## src/rrpl_pkg.sv

```systemverilog
package rrpl_pkg;

   localparam int unsigned DEFAULT_MAX_BUFFER_BYTES = 4096;

   localparam int unsigned BYTE_W = 8;
   localparam int unsigned LEN_W  = 13;
   localparam int unsigned IDX_W  = 4;

   localparam int unsigned HEADER_LEN = 10;
   localparam int unsigned TOKEN_LEN  = 5;

   localparam logic [BYTE_W-1:0] CH_PLUS  = 8'h2B;
   localparam logic [BYTE_W-1:0] CH_D     = 8'h44;
   localparam logic [BYTE_W-1:0] CH_NL    = 8'h0A;
   localparam logic [BYTE_W-1:0] CH_SPACE = 8'h20;
   localparam logic [BYTE_W-1:0] CH_TAB   = 8'h09;
   localparam logic [BYTE_W-1:0] CH_ZERO  = 8'h30;
   localparam logic [BYTE_W-1:0] CH_NINE  = 8'h39;

   typedef enum logic [2:0] {
      PH_SEARCH,
      PH_SPACE,
      PH_TOKEN,
      PH_FIRST,
      PH_DIGITS,
      PH_EOL,
      PH_DONE,
      PH_FAIL
   } phase_type;

   typedef struct packed {
      phase_type              phase;
      logic [IDX_W-1:0]       match_index;
      logic [LEN_W-1:0]       length_acc;
      logic [LEN_W-1:0]       start_offset;
   } parse_state_type;

   localparam parse_state_type PARSE_STATE_RESET = '{
      phase:        PH_SEARCH,
      match_index:  '0,
      length_acc:   '0,
      start_offset: '0
   };

   // "+HTTPREAD:"
   function automatic logic [BYTE_W-1:0] header_char(input logic [IDX_W-1:0] idx);
      logic [BYTE_W-1:0] c;
      case (idx)
         4'd0:    c = 8'h2B;
         4'd1:    c = 8'h48;
         4'd2:    c = 8'h54;
         4'd3:    c = 8'h54;
         4'd4:    c = 8'h50;
         4'd5:    c = 8'h52;
         4'd6:    c = 8'h45;
         4'd7:    c = 8'h41;
         4'd8:    c = 8'h44;
         4'd9:    c = 8'h3A;
         default: c = 8'h00;
      endcase
      return c;
   endfunction

   // "DATA,"
   function automatic logic [BYTE_W-1:0] token_char(input logic [IDX_W-1:0] idx);
      logic [BYTE_W-1:0] c;
      case (idx)
         4'd0:    c = 8'h44;
         4'd1:    c = 8'h41;
         4'd2:    c = 8'h54;
         4'd3:    c = 8'h41;
         4'd4:    c = 8'h2C;
         default: c = 8'h00;
      endcase
      return c;
   endfunction

endpackage

```

## src/rrpl_parser.sv

```systemverilog
module rrpl_parser #(
   parameter int unsigned MAX_BUFFER_BYTES = rrpl_pkg::DEFAULT_MAX_BUFFER_BYTES,
   localparam int unsigned POS_W = $clog2(MAX_BUFFER_BYTES + 1),
   localparam int unsigned CMP_W = (POS_W > rrpl_pkg::LEN_W) ? POS_W : rrpl_pkg::LEN_W
) (
   input  logic [rrpl_pkg::BYTE_W-1:0] data_byte,
   input  logic [CMP_W-1:0]            position,
   input  logic [CMP_W-1:0]            limit,
   input  rrpl_pkg::parse_state_type   cur_state,
   output rrpl_pkg::parse_state_type   next_state
);
   import rrpl_pkg::*;

   localparam int unsigned MUL_W = LEN_W + 4;
   localparam int unsigned SUM_W = (CMP_W > MUL_W) ? CMP_W : MUL_W;

   logic                  is_digit;
   logic [3:0]            digit;
   logic [SUM_W-1:0]      acc_times_ten;
   logic [SUM_W-1:0]      digit_sum;
   logic                  digit_over;
   logic [CMP_W-1:0]      position_inc;
   logic [IDX_W-1:0]      index_inc;

   assign is_digit      = (data_byte >= CH_ZERO) && (data_byte <= CH_NINE);
   assign digit         = 4'(data_byte - CH_ZERO);
   // acc * 10 as two shifted copies
   assign acc_times_ten = (SUM_W'(cur_state.length_acc) << 3)
                        + (SUM_W'(cur_state.length_acc) << 1);
   assign digit_sum     = acc_times_ten + SUM_W'(digit);
   assign digit_over    = digit_sum > SUM_W'(limit);
   assign position_inc  = position + CMP_W'(1);
   assign index_inc     = cur_state.match_index + IDX_W'(1);

   always_comb begin
      next_state = cur_state;
      if (position < limit) begin
         case (cur_state.phase)
            PH_SEARCH: begin
               if (data_byte == header_char(cur_state.match_index)) begin
                  if (index_inc == IDX_W'(HEADER_LEN)) begin
                     next_state.match_index = '0;
                     next_state.phase       = PH_SPACE;
                  end else begin
                     next_state.match_index = index_inc;
                  end
               end else begin
                  next_state.match_index = (data_byte == CH_PLUS) ? IDX_W'(1) : '0;
               end
            end
            PH_SPACE: begin
               if (data_byte == CH_SPACE || data_byte == CH_TAB) begin
                  next_state.phase = PH_SPACE;
               end else if (data_byte == CH_D) begin
                  next_state.match_index = IDX_W'(1);
                  next_state.phase       = PH_TOKEN;
               end else if (is_digit) begin
                  if (digit_over) begin
                     next_state.phase = PH_FAIL;
                  end else begin
                     next_state.length_acc = digit_sum[LEN_W-1:0];
                     next_state.phase      = PH_DIGITS;
                  end
               end else begin
                  next_state.phase = PH_FAIL;
               end
            end
            PH_TOKEN: begin
               if (data_byte == token_char(cur_state.match_index)) begin
                  if (index_inc == IDX_W'(TOKEN_LEN)) begin
                     next_state.match_index = '0;
                     next_state.phase       = PH_FIRST;
                  end else begin
                     next_state.match_index = index_inc;
                  end
               end else begin
                  next_state.phase = PH_FAIL;
               end
            end
            PH_FIRST, PH_DIGITS: begin
               if (is_digit) begin
                  if (digit_over) begin
                     next_state.phase = PH_FAIL;
                  end else begin
                     next_state.length_acc = digit_sum[LEN_W-1:0];
                     next_state.phase      = PH_DIGITS;
                  end
               end else if (cur_state.phase == PH_FIRST) begin
                  next_state.phase = PH_FAIL;
               end else if (cur_state.length_acc == '0) begin
                  next_state.phase = PH_FAIL;
               end else if (data_byte == CH_NL) begin
                  next_state.start_offset = position_inc[LEN_W-1:0];
                  next_state.phase        = PH_DONE;
               end else begin
                  next_state.phase = PH_EOL;
               end
            end
            PH_EOL: begin
               if (data_byte == CH_NL) begin
                  next_state.start_offset = position_inc[LEN_W-1:0];
                  next_state.phase        = PH_DONE;
               end
            end
            default: begin
               next_state = cur_state;
            end
         endcase
      end
   end

endmodule

```

## src/read_response_payload_locator_core.sv

```systemverilog
// Locates the payload of a modem read response streamed in one byte per transaction.
// Each request carries a buffer byte, the buffer's total length and tlast on the final
// byte. The block finds the first "+HTTPREAD:" header, skips blanks, takes an optional
// "DATA," token and a nonzero decimal length no larger than the buffer, then waits for
// the line feed; the payload starts right after it. On the tlast byte one response
// comes out with found set when offset plus length fits in the buffer, else all zeros.
// Bytes at or past the buffer length (capped at MAX_BUFFER_BYTES) are not parsed.
// Throughput is one byte per clock while no tlast byte stalls, set by the per-byte parser
// state update; a response is registered once its tlast byte leaves the input register. Input
// stays open while a response waits; only a second tlast byte stalls until the pending response is taken.
module read_response_payload_locator_core #(
   parameter int unsigned MAX_BUFFER_BYTES = rrpl_pkg::DEFAULT_MAX_BUFFER_BYTES
) (
   input  logic        clock,
   input  logic        reset,
   // request stream, one buffer byte per transaction
   input  logic        req_tvalid,
   output logic        req_tready,
   input  logic [23:0] req_tdata,   // [7:0] data_byte, [20:8] buffer_length, [23:21] zero
   input  logic        req_tlast,   // last_byte
   // response stream, one transaction per buffer
   output logic        rsp_tvalid,
   input  logic        rsp_tready,
   output logic [31:0] rsp_tdata,   // [12:0] payload_offset, [25:13] payload_length,
                                    // [31:26] zero
   output logic        rsp_tuser    // found
);
   import rrpl_pkg::*;

   localparam int unsigned POS_W = $clog2(MAX_BUFFER_BYTES + 1);
   localparam int unsigned CMP_W = (POS_W > LEN_W) ? POS_W : LEN_W;
   localparam int unsigned END_W = CMP_W + 1;

   // input register
   logic                  in_valid_ff, in_valid_in;
   logic [BYTE_W-1:0]     in_byte_ff;
   logic [LEN_W-1:0]      in_len_ff;
   logic                  in_last_ff;

   // parser state
   logic [POS_W-1:0]      pos_ff, pos_in;
   parse_state_type       state_ff, state_in;
   parse_state_type       state_step;

   // result register
   logic                  rsp_valid_ff, rsp_valid_in;
   logic                  found_ff;
   logic [LEN_W-1:0]      offset_ff;
   logic [LEN_W-1:0]      length_ff;

   logic                  req_fire;
   logic                  step_fire;
   logic [CMP_W-1:0]      len_ext;
   logic [CMP_W-1:0]      max_ext;
   logic [CMP_W-1:0]      limit;
   logic [CMP_W-1:0]      pos_ext;
   logic [END_W-1:0]      pos_plus_one;
   logic [END_W-1:0]      buffer_end;
   logic [END_W-1:0]      payload_end;
   logic                  found;

   // a tlast byte can only move on once the result register is free
   assign step_fire  = in_valid_ff && !(in_last_ff && rsp_valid_ff && !rsp_tready);
   assign req_tready = !in_valid_ff || step_fire;
   assign req_fire   = req_tvalid && req_tready;

   // usable limit is the buffer length capped at the configured maximum
   assign len_ext = CMP_W'(in_len_ff);
   assign max_ext = CMP_W'(MAX_BUFFER_BYTES);
   assign limit   = (len_ext > max_ext) ? max_ext : len_ext;
   assign pos_ext = CMP_W'(pos_ff);

   rrpl_parser #(
      .MAX_BUFFER_BYTES(MAX_BUFFER_BYTES)
   ) u_parser (
      .data_byte  (in_byte_ff),
      .position   (pos_ext),
      .limit      (limit),
      .cur_state  (state_ff),
      .next_state (state_step)
   );

   // buffer end is the bytes received, or the limit if that is smaller
   assign pos_plus_one = END_W'(pos_ext) + END_W'(1);
   assign buffer_end   = (pos_plus_one < END_W'(limit)) ? pos_plus_one : END_W'(limit);
   assign payload_end  = END_W'(state_step.start_offset) + END_W'(state_step.length_acc);
   assign found        = (state_step.phase == PH_DONE) && (state_step.length_acc != '0)
                         && (payload_end <= buffer_end);

   always_comb begin
      in_valid_in  = in_valid_ff;
      pos_in       = pos_ff;
      state_in     = state_ff;
      rsp_valid_in = rsp_valid_ff;

      if (rsp_valid_ff && rsp_tready) begin
         rsp_valid_in = 1'b0;
      end

      if (step_fire) begin
         in_valid_in = 1'b0;
         if (in_last_ff) begin
            // buffer closed: result out, parser back to its start state
            pos_in       = '0;
            state_in     = PARSE_STATE_RESET;
            rsp_valid_in = 1'b1;
         end else begin
            // position saturates; anything at or past the limit is ignored anyway
            pos_in   = (pos_ff == POS_W'(MAX_BUFFER_BYTES)) ? pos_ff : pos_ff + POS_W'(1);
            state_in = state_step;
         end
      end

      if (req_fire) begin
         in_valid_in = 1'b1;
      end
   end

   always_ff @(posedge clock) begin
      if (reset) begin
         in_valid_ff  <= 1'b0;
         pos_ff       <= '0;
         state_ff     <= PARSE_STATE_RESET;
         rsp_valid_ff <= 1'b0;
      end else begin
         in_valid_ff  <= in_valid_in;
         pos_ff       <= pos_in;
         state_ff     <= state_in;
         rsp_valid_ff <= rsp_valid_in;
      end
   end

   // payload registers
   always_ff @(posedge clock) begin
      if (req_fire) begin
         in_byte_ff <= req_tdata[7:0];
         in_len_ff  <= req_tdata[20:8];
         in_last_ff <= req_tlast;
      end
      if (step_fire && in_last_ff) begin
         found_ff  <= found;
         offset_ff <= found ? state_step.start_offset : '0;
         length_ff <= found ? state_step.length_acc : '0;
      end
   end

   assign rsp_tvalid = rsp_valid_ff;
   assign rsp_tuser  = found_ff;
   assign rsp_tdata  = {6'b0, length_ff, offset_ff};

endmodule

```

## config.mk

```make
export PLATFORM = sky130hd
export DESIGN_NAME = read_response_payload_locator_core
export DESIGN_NICKNAME = d
export VERILOG_FILES = /design/src/rrpl_pkg.sv /design/src/rrpl_parser.sv /design/src/read_response_payload_locator_core.sv
export SDC_FILE = /design/constraint.sdc
export NUM_CORES = 1
export LEC_CHECK = 0
export BUFFER_PORTS_ARGS = -buffer_cell sky130_fd_sc_hd__buf_2
export CAP_MARGIN = 20
export CORE_ASPECT_RATIO = 0.8
export CORE_UTILIZATION = 60
export DETAILED_ROUTE_END_ITERATION = 10
export PLACE_DENSITY = 0.89
export SYNTH_ARGS = -nofsm -noshare
export SYNTH_HDL_FRONTEND = slang
export SYNTH_SLANG_ARGS = --single-unit
```

## constraint.sdc

```tcl
create_clock -name clock -period 10.1 [get_ports clock]
set_input_delay 0.505 -clock clock [delete_from_list [all_inputs] [get_ports clock]]
set_output_delay 0.505 -clock clock [all_outputs]
set_load 0.005 [all_outputs]
```

Yosys cells after proc, flatten, opt, wreduce, memory -nomap -nowiden. Memories as Yosys holds them, arrays and structs flattened. A register that Yosys moved wholly into a read port is not among the register bits. Index checks and enable logic that the tools add are counted. Widths: inputs -> output; s select.

Output and inout port bits: 35. Input port bits: 29. Memories kept: 1. Word-level logic and storage cells: 126. Bits in registers: 97. ROM bits: 112.

Reduce and logical (&&, ||, !) cells: 25. $lt $le $gt $ge: 7. Equality and inequality tests: 24. Muxes and demuxes: 49. Add/subtract/negate cells: 7.

Memories: (name not given) (words 16, bits a word 7, rd ports 1, clocked after memory_dff 1, wr ports 0, RTL line rrpl_pkg.sv:48) `case (idx)`.

Operators with widths (count): $mux 13 (10); $mux 33 (2); $pmux 13 s2 (2); $mux 8 (4); $mux 3 (10); $mux 4 (7); $pmux 7 s4 (1); $add 16x14->17 (1); $add 17x4->17 (1); $gt 17x13->1 (1); $mux 17 (1); $eq 8x4->1 const B (2); $eq 8x6->1 const B (2); $eq 8x8->1 (2); $pmux 3 s5 (1); $add 13x1->14 const B (1); $add 13x13->14 (1); $le 14x14->1 (1); $lt 14x13->1 (1); $mux 14 (1); $add 13x1->13 const B (1); $eq 13x13->1 const B (1); $gt 13x13->1 const B (1); $logic_not 13->1 (1); other kinds (30) (56).

Logic depth before layout (Yosys ltp). Gate-level depths: netlist of run 1.

Word-level depth: 12. Gate-level depth with buffers: 44. Gate-level depth less buffers: 40.

Hierarchy. A second synthesis of run 1 with hierarchy kept.

Cell total of the unflattened synthesis: 905. Area, all modules: 7927.6 um^2.

Modules (own cells, without submodules): read_response_payload_locator_core (times used 1, area each 5053.6 um^2, cells each 490, sequential area each 2432.3 um^2); rrpl_parser (times used 1, area each 2874.0 um^2, cells each 415, sequential area each 0.0 um^2).

Least setup slack after synthesis of run 1. Ideal clock, no wire load.

Kind: reg2reg. Start point: register in_byte_ff[3]. End point: register offset_ff[10] (data pin). Required time: 9966 ps. Library setup time: 134 ps. Stages on the path, launching flop included: 41. Arrival time: 7798 ps. Path slack: 2168 ps. Period minus slack after synthesis: 7932 ps. Path buffers: 3. Cells stage by stage: edfxtp_1 > clkbuf_1 > inv_1 > fa_1 > fa_1 > nor2b_1 > o31ai_1 > a21oi_1 > xor2_1 > ha_1 > a21o_1 > a21o_1 > a21oi_1 > nand2_1 > o21a_1 > a2111oi_4 > and2_1 > buf_4 > [5 not listed] > o21ai_0 > a21oi_1 > nor2b_1 > o2111ai_1 > nand2_1 > o41ai_1 > xnor2_1 > ha_1 > o21a_1 > o21ai_0 > nand2b_1 > a21oi_1 > nor2_1 > o21ai_0 > o211ai_1 > a211o_1 > clkbuf_1 > and4b_1.

RTL lines: start, declared (RTL line read_response_payload_locator_core.sv:36) `logic [BYTE_W-1:0] in_byte_ff;`; start signal, assigned (RTL line read_response_payload_locator_core.sv:136) `in_byte_ff <= req_tdata[7:0];`; end signal, assigned (RTL line read_response_payload_locator_core.sv:142) `offset_ff <= found ? state_step.start_offset : '0;`; end, declared (RTL line read_response_payload_locator_core.sv:48) `logic [LEN_W-1:0] offset_ff;`.

==> results.md, run 1 <==
- Weighted congestion reported at the end of routability-driven placement: 0.989
- Synth area leader: sky130_fd_sc_hd__edfxtp_1
- Most repeated cell in the gate-level netlist after synthesis: sky130_fd_sc_hd__ha_1
- Total number of vias: ~7100
- Primary flip-flop cell chosen by synthesis mapping: sky130_fd_sc_hd__dfxtp_1
- Layout cells sized above 1: 0.116
- Post-detailed-route DRC marker count: 0
- Global-route wire length before repair: approximately 33 mm
- Number of max-capacitance violations reported: 0
- Nets: about 1000
- Sequential Power Share: 0.523
- Met3 capacity usage during global routing: 0.0813
- Global-route met2 utilization: 0.449
- Syn. warnings: 0
- Crit path max-delay cell type: sky130_fd_sc_hd__edfxtp_1
- Number of rows in the core area: 37
- Unique cell type count in the Yosys netlist: 78
- Growth of design area from synthesis to finish: 7.55%
- Crit path required time: about 10 ns
- Proportion of total power due to net switching: 0.263
- Cell area after placement: 8390 um^2
- Clock latency on the worst-skew pair: 0.37 ns
- Post-synth EDFFs: 49
- Kind of launch point of the worst setup path: flip-flop
- Clock share of power: 0.385
- Tot Pwr: around 880 uW
- Die width: roughly 130 um
- Synthesized area divided by synthesized cell count: just over 9 um^2
- Register bit count reported by yosys: about 100
- Largest fanout on the critical path: 27
- Count of endpoints failing setup in the final report: 0
- Post-cts resize count: 0
- Post-route minimum period: around 9.4 ns
- Final cycle utilization of the critical path: 0.929
- Number of I/O pins: 64
- Classification of the worst-slack hold path: input pin to flip-flop
- Count of mapped cells out of synthesis: roughly 900
- Number of global-route vias before repair: ~6500
- Net switching power figure: around 230 uW
- Proportion of register bits with asynchronous set or reset after synthesis: 0
- VDD IR max: about 110 uV
- Crit path top cell by count: sky130_fd_sc_hd__ha_1
- Deepest clock path buffer count: 2
- Internal Pwr Total: 649 uW
- Sequential-to-total area share from yosys stat: 0.319
- Path type of the worst setup path: flip-flop to flip-flop
- Logic gate share of total power: 0.092
- Data arrival, critical path: 9.61 ns
- Routed length per instance: 18.8 um
- Sum of net half-perimeters after detailed placement: 15.6 mm
- Pin slew with the least headroom to its limit: between 1 and 1.5 ns
- PwrDens: roughly 100 nW/um^2
- Delay of the slowest critical-path stage: ~0.55 ns
- Pin count of the biggest net entering global routing: 38
- Upper clock frequency limit: between 0.1 and 0.15 GHz
- CTS Root Cell: sky130_fd_sc_hd__clkbuf_16
- CTS tree: yes
- Static power due to leakage: 0.00392 uW
- Summed instance area of the synthesized netlist: between 8000 and 9000 um^2
- Maximum clock skew at final layout: 0.0108 ns
- Final design area excluding fillers: between 8000 and 9000 um^2
- Overall fraction of global-route tracks in use: 0.308
- Initial Utilization: 0.622
- Final Max Slew Viols: 0
- Unrepaired setup endpoints after global routing: false
- Area of the placeable core: roughly 13000 um^2
- GR Util met1: 0.438
- Most heavily used metal layer in global routing: met2
- Outcome: complete, no violations
- Crit path setup slack, layout: between 0.7 and 0.8 ns
- Total Routed Length: 20.6 mm
- Detailed Route Iter0 Violations: ~940
- Antenna Nets Post-Route: 0
- Sinks on Clock Net: approximately 100
- Final number of hold-violating endpoints: 0
- Most instantiated cells after synthesis: 98 x sky130_fd_sc_hd__ha_1, 76 x sky130_fd_sc_hd__nor2_1, 56 x sky130_fd_sc_hd__inv_1, 55 x sky130_fd_sc_hd__dfxtp_1, 49 x sky130_fd_sc_hd__edfxtp_1
- Vias per Instance: 6.43
- Antenna violations before repair: 1
- Total CTS buffers: 9
- Total grt overflow: 0
- Clock-pin slew on the worst setup and hold paths: ~0.070 ns
- Die Ht: roughly 110 um
- Antenna fix cells: 0
- Max H-tree Level: 3
- Top area cells in the synthesized netlist: sky130_fd_sc_hd__edfxtp_1 18%, sky130_fd_sc_hd__ha_1 15%, sky130_fd_sc_hd__dfxtp_1 14%
- Critical path endpoint category: flip-flop
- Die area: 13900 um^2
- Number of input and output port buffers inserted: 54
- Slew margin rel.: 0.321
- Number of detailed-route iterations in the first pass: 6
- Post-CTS Hold Fix Bufs: 0
- Setup Total Neg Slack: 0 ns
- Post-CTS Setup Inserts: 0
- Post-placement worst setup slack: 0.721 ns
- Portion of synthesized cell area occupied by the leading cell type: 0.182
cells by family after synthesis:
logic type | after synthesis | synth area share
and+or+nand+nor | 282 | 0.188
AOI/OAI and AO/OA | 219 | 0.186
DFF | 104 | 0.319
buffers and inverters | 104 | 0.0541
adders and majority gates | 101 | 0.159
xor gates and xnor gates | 42 | 0.0456
muxes | 36 | 0.0470
other | 2 | 0.000931
power groups by stage:
| stage | sequential, uW | clock [uW] | combinational (uW) |
|---|---|---|---|
| final | 461 | 339 | 81.3 |
| after global routing | 462 | 356 | 89.7 |
| after CTS | 460 | 342 | 79.4 |
| after detailed placement | 470 | 0 | 78.6 |
| after global placement | 470 | 0 | 76.8 |
| after floorplan | 462 | 0 | 63.0 |
registers in the layout (all words and copies together), names as in the netlist, named ones only:
register     cells
state_ff        33
in_len_ff       13
length_ff       13
offset_ff       13
pos_ext         13
in_byte_ff       8
in_last_ff       1
in_valid_ff      1
rsp_tuser        1
rsp_tvalid       1
critical path: cells and delay by family, from the launching register on:
family,cells,cell delay (ns)
AO/OA/AOI/OAI,18,4.48
AND/OR/NAND/NOR,7,1.41
flip-flops,1,0.55
buffers and inverters,2,0.33
adder cells (fa/ha/maj),6,1.89
XOR/XNOR,2,0.57
path summary, 6_finish.rpt:
| path | startpoint | end | slack (ns) | depth (start not counted) |
|---|---|---|---|---|
| worst max-delay path | in_byte_ff[2]$_DFFE_PP_ | offset_ff[3]$_SDFFCE_PN0P_ | 0.71 | 35 |
| worst min-delay path | req_tdata[16] | in_len_ff[8]$_DFFE_PP_ | 0.31 | 1 |
| worst min register to register | state_ff[5]$_SDFFE_PP0P_ | state_ff[5]$_SDFFE_PP0P_ | 0.53 | 2 |
| worst max register to register | in_byte_ff[2]$_DFFE_PP_ | offset_ff[3]$_SDFFCE_PN0P_ | 0.71 | 35 |
layout make-up:
class	instances	area, um^2
Inverter	57	214
Clock inverter	7	56.3
Clock buffer	9	225
Fill cell	1004	4290
Timing Repair Buffer	58	300
Sequential cell	104	2570
Multi-Input combinational cell	687	5090
Tap cell	175	219
through the flow:
stage | instances | hold WS [ns] | util
2_1_floorplan | 895 | 0.473 | -
3_3_place_gp | 1081 | 0.485 | 0.647
3_5_place_dp | 1081 | 0.495 | 0.647
4_1_cts | 1097 | 0.301 | 0.669
5_1_grt | 1097 | 0.299 | 0.669
6_report | 1097 | 0.310 | 0.669
cells in the final DEF, fill, tap and decap left out, types with 18 or more instances in the layout:
master	netlist	layout
sky130_fd_sc_hd__mux2i_1	21	21
sky130_fd_sc_hd__nor3_1	19	18
sky130_fd_sc_hd__buf_2	1	54
sky130_fd_sc_hd__nor2_1	76	76
sky130_fd_sc_hd__xnor2_1	26	26
sky130_fd_sc_hd__a21oi_1	46	46
sky130_fd_sc_hd__ha_1	98	98
sky130_fd_sc_hd__a22oi_1	20	20
sky130_fd_sc_hd__o21ai_0	41	40
sky130_fd_sc_hd__nand2_1	42	42
sky130_fd_sc_hd__nor2b_1	25	25
sky130_fd_sc_hd__inv_1	56	56
sky130_fd_sc_hd__dfxtp_1	55	55
sky130_fd_sc_hd__nand3_1	26	26
sky130_fd_sc_hd__edfxtp_1	49	49
layer usage:
layer  vias to the layer above  routed length (um)  part of all wire
li1                       3347                   -                 -
met1                      3262                9070              0.44
met2                       401                8700              0.42
met3                        46                2350              0.11
met4                         0                 468             0.023
met5                         -                   0                 0
Power figures use the tool's default switching activity.
==> run 2: changes to the inputs <==
--- a/config.mk
+++ b/config.mk
@@ -12,4 +12,5 @@
 export DETAILED_ROUTE_END_ITERATION = 10
 export PLACE_DENSITY = 0.89
+export REMOVE_ABC_BUFFERS = 1
 export SYNTH_ARGS = -nofsm -noshare
 export SYNTH_HDL_FRONTEND = slang
==> constraint.sdc (replaced) <==
create_clock -name clock -period 10.1 [get_ports clock]
set_input_delay 1.01 -clock clock [delete_from_list [all_inputs] [get_ports clock]]
set_output_delay 1.01 -clock clock [all_outputs]
set_load 0.005 [all_outputs]
==> run 2 against run 1 <==
Against the previous run:
- fmax fell by 0.63%
- global-route usage fell by 1.8 points
- via count fell by 2.2%
==> results.md, run 2 (synthesized netlist as in run 1, its figures left out) <==
- Proportion of total power due to net switching: 0.255 (-0.00803)
- Register with the highest flop count: state_ff
- Crit path max-delay cell type: sky130_fd_sc_hd__edfxtp_1
- Worst setup path startpoint: in_byte_ff[2]$_DFFE_PP_
- Pin slew with the least headroom to its limit: 1.07 ns (+0.0530 ns)
- Layout cells sized above 1: 0.120 (+0.00395)
- Sum of net half-perimeters after detailed placement: 14.6 mm (-6.2%)
- Register-to-Register Setup Slack: 0.65 ns (-0.06 ns)
- Upper clock frequency limit: 0.106 GHz (-0.63%)
- Delay of the slowest critical-path stage: 0.54 ns (about the same)
- Largest fanout on the critical path: 27 (unchanged)
- Data arrival, critical path: 9.58 ns (-0.03 ns)
- Total number of vias: 6904 (-2.2%)
- Slew margin rel.: 0.286 (-0.0354)
- Total Routed Length: 19.6 mm (-4.5%)
- Net switching power figure: 225 uW (-2.9%)
- Routed length per instance: 17.9 um (-4.8%)
- PwrDens: 101 nW/um^2 (-0.28%)
- Antenna Nets Post-Route: 0 (unchanged)
- Sequential Power Share: 0.523 (about the same)
- Critical path endpoint category: flip-flop
- VDD IR max: 148 uV (+39%)
- Clock latency on the worst-skew pair: 0.37 ns (about the same)
- Die Ht: 106 um (unchanged)
- Vias per Instance: 6.28 (-2.4%)
- Count of endpoints failing setup in the final report: 0 (unchanged)
- Outcome: complete, no violations
- Overall fraction of global-route tracks in use: 0.290 (-0.0180)
- Number of input and output port buffers inserted: 54 (unchanged)
- Layout fillers: 1027 (+2.3%)
- Post-CTS Hold Fix Bufs: 0 (unchanged)
- Total CTS buffers: 9 (unchanged)
- Launch instance of the worst register-to-register path: in_byte_ff[2]$_DFFE_PP_
- Most common cell after layout, fill and taps aside: sky130_fd_sc_hd__ha_1
- Commonest cells after routing, fill and taps aside: 98 x sky130_fd_sc_hd__ha_1, 76 x sky130_fd_sc_hd__nor2_1, 56 x sky130_fd_sc_hd__inv_1
- Maximum clock skew at final layout: 0.0132 ns (+0.00238 ns)
- Number of detailed-route iterations in the first pass: 5 (-1)
- Post-detailed-route DRC marker count: 0 (unchanged)
- Capturing point of the worst reg2reg path: length_ff[3]$_SDFFCE_PN0P_
- Final core utilization: 0.672 (+0.00270)
- Path type of the worst setup path: flip-flop to flip-flop
- Reg2reg path depth: 39 (+11%)
- Final number of hold-violating endpoints: 0 (unchanged)
- Kind of launch point of the worst setup path: flip-flop
- Tot Pwr: 882 uW (+0.12%)
- Final cycle utilization of the critical path: 0.935 (+0.00590)
- CTS Root Cell: sky130_fd_sc_hd__clkbuf_16
- Global-route wire length before repair: 31.7 mm (-5.0%)
- Die width: 132 um (unchanged)
- Area of the placeable core: 13000 um^2 (unchanged)
- CTS tree: yes
- Static power due to leakage: 0.00395 uW (+0.60%)
- Growth of design area from synthesis to finish: 7.99%
- Number of global-route vias before repair: 6279 (-3.2%)
- Antenna fix cells: 0 (unchanged)
- Unrepaired setup endpoints after global routing: false
- Logic gate share of total power: 0.092 (about the same)
- Number of rows in the core area: 37 (unchanged)
- Weighted congestion reported at the end of routability-driven placement: 0.991 (+0.19%)
- Die area: 13900 um^2 (unchanged)
- Initial Utilization: 0.622 (unchanged)
- Post-route minimum period: 9.45 ns (+0.0596 ns)
- Multi-input logic area: 5090 um^2 (about the same)
- Flip-flop count of the largest register, all copies and words added: 33 (unchanged)
- Clock-pin slew on the worst setup and hold paths: 0.07 ns (about the same)
- Nets: 1050 (+0.29%)
- Hold path startpoint: state_ff[11]$_SDFFE_PP0P_
- Number of max-capacitance violations reported: 0 (unchanged)
- Worst setup path endpoint: length_ff[3]$_SDFFCE_PN0P_
- Max H-tree Level: 3 (unchanged)
- Antenna violations before repair: 1 (unchanged)
- Setup Total Neg Slack: 0 ns (unchanged)
- Sinks on Clock Net: 104 (unchanged)
- Pin count of the biggest net entering global routing: 38 (unchanged)
- Worst Hold Depth: 2 (+1)
- Number of I/O pins: 64 (unchanged)
- Total grt overflow: 0 (unchanged)
- Deepest clock path buffer count: 2 (unchanged)
- Classification of the worst-slack hold path: flip-flop to flip-flop
- Clock share of power: 0.385 (about the same)
- Detailed Route Iter0 Violations: 794 (-15%)
- Final Max Slew Viols: 0 (unchanged)
- Sequential cell area: 2570 um^2 (unchanged)
- Crit path required time: 10.24 ns (-0.08 ns)
- Internal Pwr Total: 657 uW (+1.2%)
-- run 2: cell type report --
type,instances,area share
flip-flops and latches,104,0.295
inverters,57,0.0246
clock buffers,10,0.0274
well taps,175,0.0251
clock inverters,6,0.00589
repair buffers,61,0.0371
multi-input cells,687,0.585
-- run 2: critical path: cells and delay by family, from the launching register on --
family	cells	cell delay, ns
AO/OA/AOI/OAI	19	4.59
adder cells (fa/ha/maj)	6	1.78
AND/OR/NAND/NOR	8	1.11
flip-flops	1	0.54
buffers and inverters	3	0.43
multiplexers	1	0.39
XOR/XNOR	2	0.37
-- run 2: power by group through the flow --
stage	sequential, uW	combinational [uW]	clock, uW
after global routing	462	89.6	360
after CTS	461	79.4	344
after global placement	470	76.6	0
final	461	81.1	340
after floorplan	467	51.8	0
after detailed placement	470	78.8	0
-- run 2: routing by layer --
layer / track usage / vias to the layer above / part of all wire
met5: 0 / - / 0
met4: 0.105 / 0 / 0.026
met3: 0.0683 / 42 / 0.094
met2: 0.438 / 339 / 0.43
met1: 0.403 / 3170 / 0.45
li1: - / 3353 / -
-- run 2: worst min path at each step --
| stage | end |
|---|---|
| after floorplan | state_ff[10]$_SDFFE_PP0P_ |
| after global placement | state_ff[2]$_SDFFE_PP0P_ |
| after detailed placement | state_ff[11]$_SDFFE_PP0P_ |
| after CTS | state_ff[11]$_SDFFE_PP0P_ |
| after global routing | state_ff[2]$_SDFFE_PP0P_ |
| final | state_ff[11]$_SDFFE_PP0P_ |
-- run 2: through the flow --
stage | cell area (um^2) | worst slack [ns] | std cells | hold slack, ns
finish | 8710 | 0.654 | 1100 | 0.508
floorplan | 7860 | 1.97 | 848 | 0.473
global route | 8710 | 0.00991 | 1100 | 0.559
global placement | 8420 | 0.988 | 1084 | 0.485
CTS | 8710 | 0.634 | 1100 | 0.516
detailed placement | 8420 | 0.697 | 1084 | 0.499
-- run 2: repair_timing --
item,CTS,global route
buffers inserted,0,0
setup endpoints to repair,0,18
resized for setup,0,2
hold endpoints to repair,0,0
==> run 3: changes to the inputs <==
- CORE_ASPECT_RATIO: 0.8 -> 1.25
==> run 3 against run 2 <==
Against the previous run:
- the run now ends with DRC left
- setup slack better by 0.079 ns
- die area unchanged
- power up 0.66%
- sequential power about the same
==> results.md, run 3 (synthesized netlist as in run 1, its figures left out) <==
- Reg2reg path depth: 35 (-10%)
- Static power due to leakage: 0.00395 uW (about the same)
- Upper clock frequency limit: 0.107 GHz (+0.85%)
- Die width: 106 um (-20%)
- Number of detailed-route iterations in the first pass: 10 (+5)
- Initial Utilization: 0.612 (-0.00993)
- Outcome: complete, but fails checks
- Number of input and output port buffers inserted: 54 (unchanged)
- Overall fraction of global-route tracks in use: 0.299 (+0.00900)
- Detailed Route Iter0 Violations: 547 (-31%)
- Max H-tree Level: 3 (unchanged)
- Post-CTS Setup Inserts: 0 (unchanged)
- Setup Total Neg Slack: 0 ns (unchanged)
- Multi-input logic area: 5090 um^2 (about the same)
- Area of the placeable core: 13200 um^2 (+1.6%)
- Final core utilization: 0.661 (-0.0113)
- Number of max-capacitance violations reported: 0 (unchanged)
- Deepest clock path buffer count: 2 (unchanged)
- Sum of net half-perimeters after detailed placement: 15.0 mm (+2.8%)
- Sequential cell area: 2570 um^2 (unchanged)
- Number of rows in the core area: 47 (+27%)
- Delay of the slowest critical-path stage: 0.60 ns (+0.06 ns)
- Pin slew with the least headroom to its limit: 0.900 ns (-0.169 ns)
- Critical path endpoint category: flip-flop
- Nets: 1051 (+0.095%)
- PwrDens: 102 nW/um^2 (+0.74%)
- Final number of hold-violating endpoints: 0 (unchanged)
- Post-CTS Hold Fix Bufs: 0 (unchanged)
- CTS tree: yes
- Path type of the worst setup path: flip-flop to flip-flop
- Vias per Instance: 6.50 (+3.5%)
- Clock-pin slew on the worst setup and hold paths: 0.08 ns (about the same)
- Maximum clock skew at final layout: 0.0139 ns (+0.000737 ns)
- Crit path max-delay cell type: sky130_fd_sc_hd__a211o_1
- Global-route wire length before repair: 33.0 mm (+4.0%)
- Final Max Slew Viols: 0 (unchanged)
- Layout fillers: 1027 (unchanged)
- Crit path required time: 10.27 ns (+0.03 ns)
- CTS Root Cell: sky130_fd_sc_hd__clkbuf_16
- Classification of the worst-slack hold path: flip-flop to flip-flop
- Antenna violations before repair: 0 (-1)
- Slew margin rel.: 0.400 (+0.114)
- Number of I/O pins: 64 (unchanged)
- Violated checks: DRC
- Die Ht: 132 um (+25%)
- Post-detailed-route DRC marker count: 1 (+1)
- Post-cts resize count: 0 (unchanged)
- Most common cell after layout, fill and taps aside: sky130_fd_sc_hd__ha_1
- Number of global-route vias before repair: 6870 (+9.4%)
- Unrepaired setup endpoints after global routing: false
- Total CTS buffers: 9 (unchanged)
- VDD IR max: 89.1 uV (-40%)
- Data arrival, critical path: 9.53 ns (-0.05 ns)
- Pin count of the biggest net entering global routing: 38 (unchanged)
- Die area: 13900 um^2 (unchanged)
- Critical path depth: 35 (-10%)
- Kind of launch point of the worst setup path: flip-flop
- Family with the most delay on the worst path: compound AO/OA/AOI/OAI gates
- Post-route minimum period: 9.37 ns (-0.0792 ns)
- Clock latency on the worst-skew pair: 0.37 ns (about the same)
- Worst Hold Depth: 2 (unchanged)
- Commonest cells after routing, fill and taps aside: 98 x sky130_fd_sc_hd__ha_1, 76 x sky130_fd_sc_hd__nor2_1, 56 x sky130_fd_sc_hd__inv_1
- Sinks on Clock Net: 104 (unchanged)
- Number of buffers and inverters on the critical path: 2 (-1)
- Total number of vias: 7127 (+3.2%)
- Total grt overflow: 0 (unchanged)
- Count of endpoints failing setup in the final report: 0 (unchanged)
- Routed length per instance: 18.6 um (+4.1%)
- Growth of design area from synthesis to finish: 7.90% (about the same)
- Largest fanout on the critical path: 27 (unchanged)
- Total Routed Length: 20.4 mm (+3.8%)
- Register with the highest flop count: state_ff
- Antenna Nets Post-Route: 0 (unchanged)
- Weighted congestion reported at the end of routability-driven placement: 1.04 (+5.2%)
- Final cycle utilization of the critical path: 0.927 (-0.00784)
- Flip-flop count of the largest register, all copies and words added: 33 (unchanged)
- Crit path top cell by count: sky130_fd_sc_hd__ha_1
- Antenna fix cells: 0 (unchanged)
- Layout cells sized above 1: 0.119 (-0.00121)
## run 3: cell types whose count changed in the layout (fill, tap and decap cells not counted), sizes merged
cell,previous run,this run
inv,58,60
buf,61,62
clkbuf,10,9
clkinv,5,4
## run 3: tightest hold or removal path: cells and delay by family (launching register included)
kind | cells | cell delay (ns)
and+or+nand+nor | 1 | 0.08
DFF | 1 | 0.33
AOI/OAI and AO/OA | 1 | 0.08
## run 3: worst paths after layout
path	from	end	slack [ns]
worst max-delay path	in_byte_ff[2]$_DFFE_PP_	length_ff[3]$_SDFFCE_PN0P_	0.73
worst min-delay path	state_ff[1]$_SDFFE_PP0P_	state_ff[1]$_SDFFE_PP0P_	0.51
worst max register to register	in_byte_ff[2]$_DFFE_PP_	length_ff[3]$_SDFFCE_PN0P_	0.73
worst min register to register	state_ff[1]$_SDFFE_PP0P_	state_ff[1]$_SDFFE_PP0P_	0.51
## run 3: layout make-up
class                           instances  area share
Clock buffer                            9      0.0259
Clock inverter                          7     0.00690
Inverter                               57      0.0246
Multi-Input combinational cell        687       0.585
Sequential cell                       104       0.296
Tap cell                              171      0.0246
Timing Repair Buffer                   62      0.0380
## run 3: stage by stage
stage / hold slack, ns / power (uW) / worst slack (ns) / cell area [um^2] / std cells
final: 0.511 / 888 / 0.733 / 8700 / 1097
after CTS: 0.517 / 889 / 0.856 / 8700 / 1097
after floorplan: 0.473 / 519 / 1.97 / 7860 / 848
after global routing: 0.541 / 914 / 0.151 / 8700 / 1097
after detailed placement: 0.497 / 550 / 0.895 / 8420 / 1081
after global placement: 0.485 / 547 / 0.959 / 8420 / 1081
## run 3: power by group
| group | internal, uW | switching, uW |
|---|---|---|
| Clock | 172 | 173 |
| Sequential | 449 | 11.1 |
| Combinational | 31.6 | 51.9 |
## run 3: metal layers
metal,vias up,part of all wire,GRT usage
met5,-,0,0
met4,0,0.057,0.198
met3,101,0.072,0.0427
met2,336,0.48,0.496
met1,3328,0.39,0.357
li1,3362,-,-
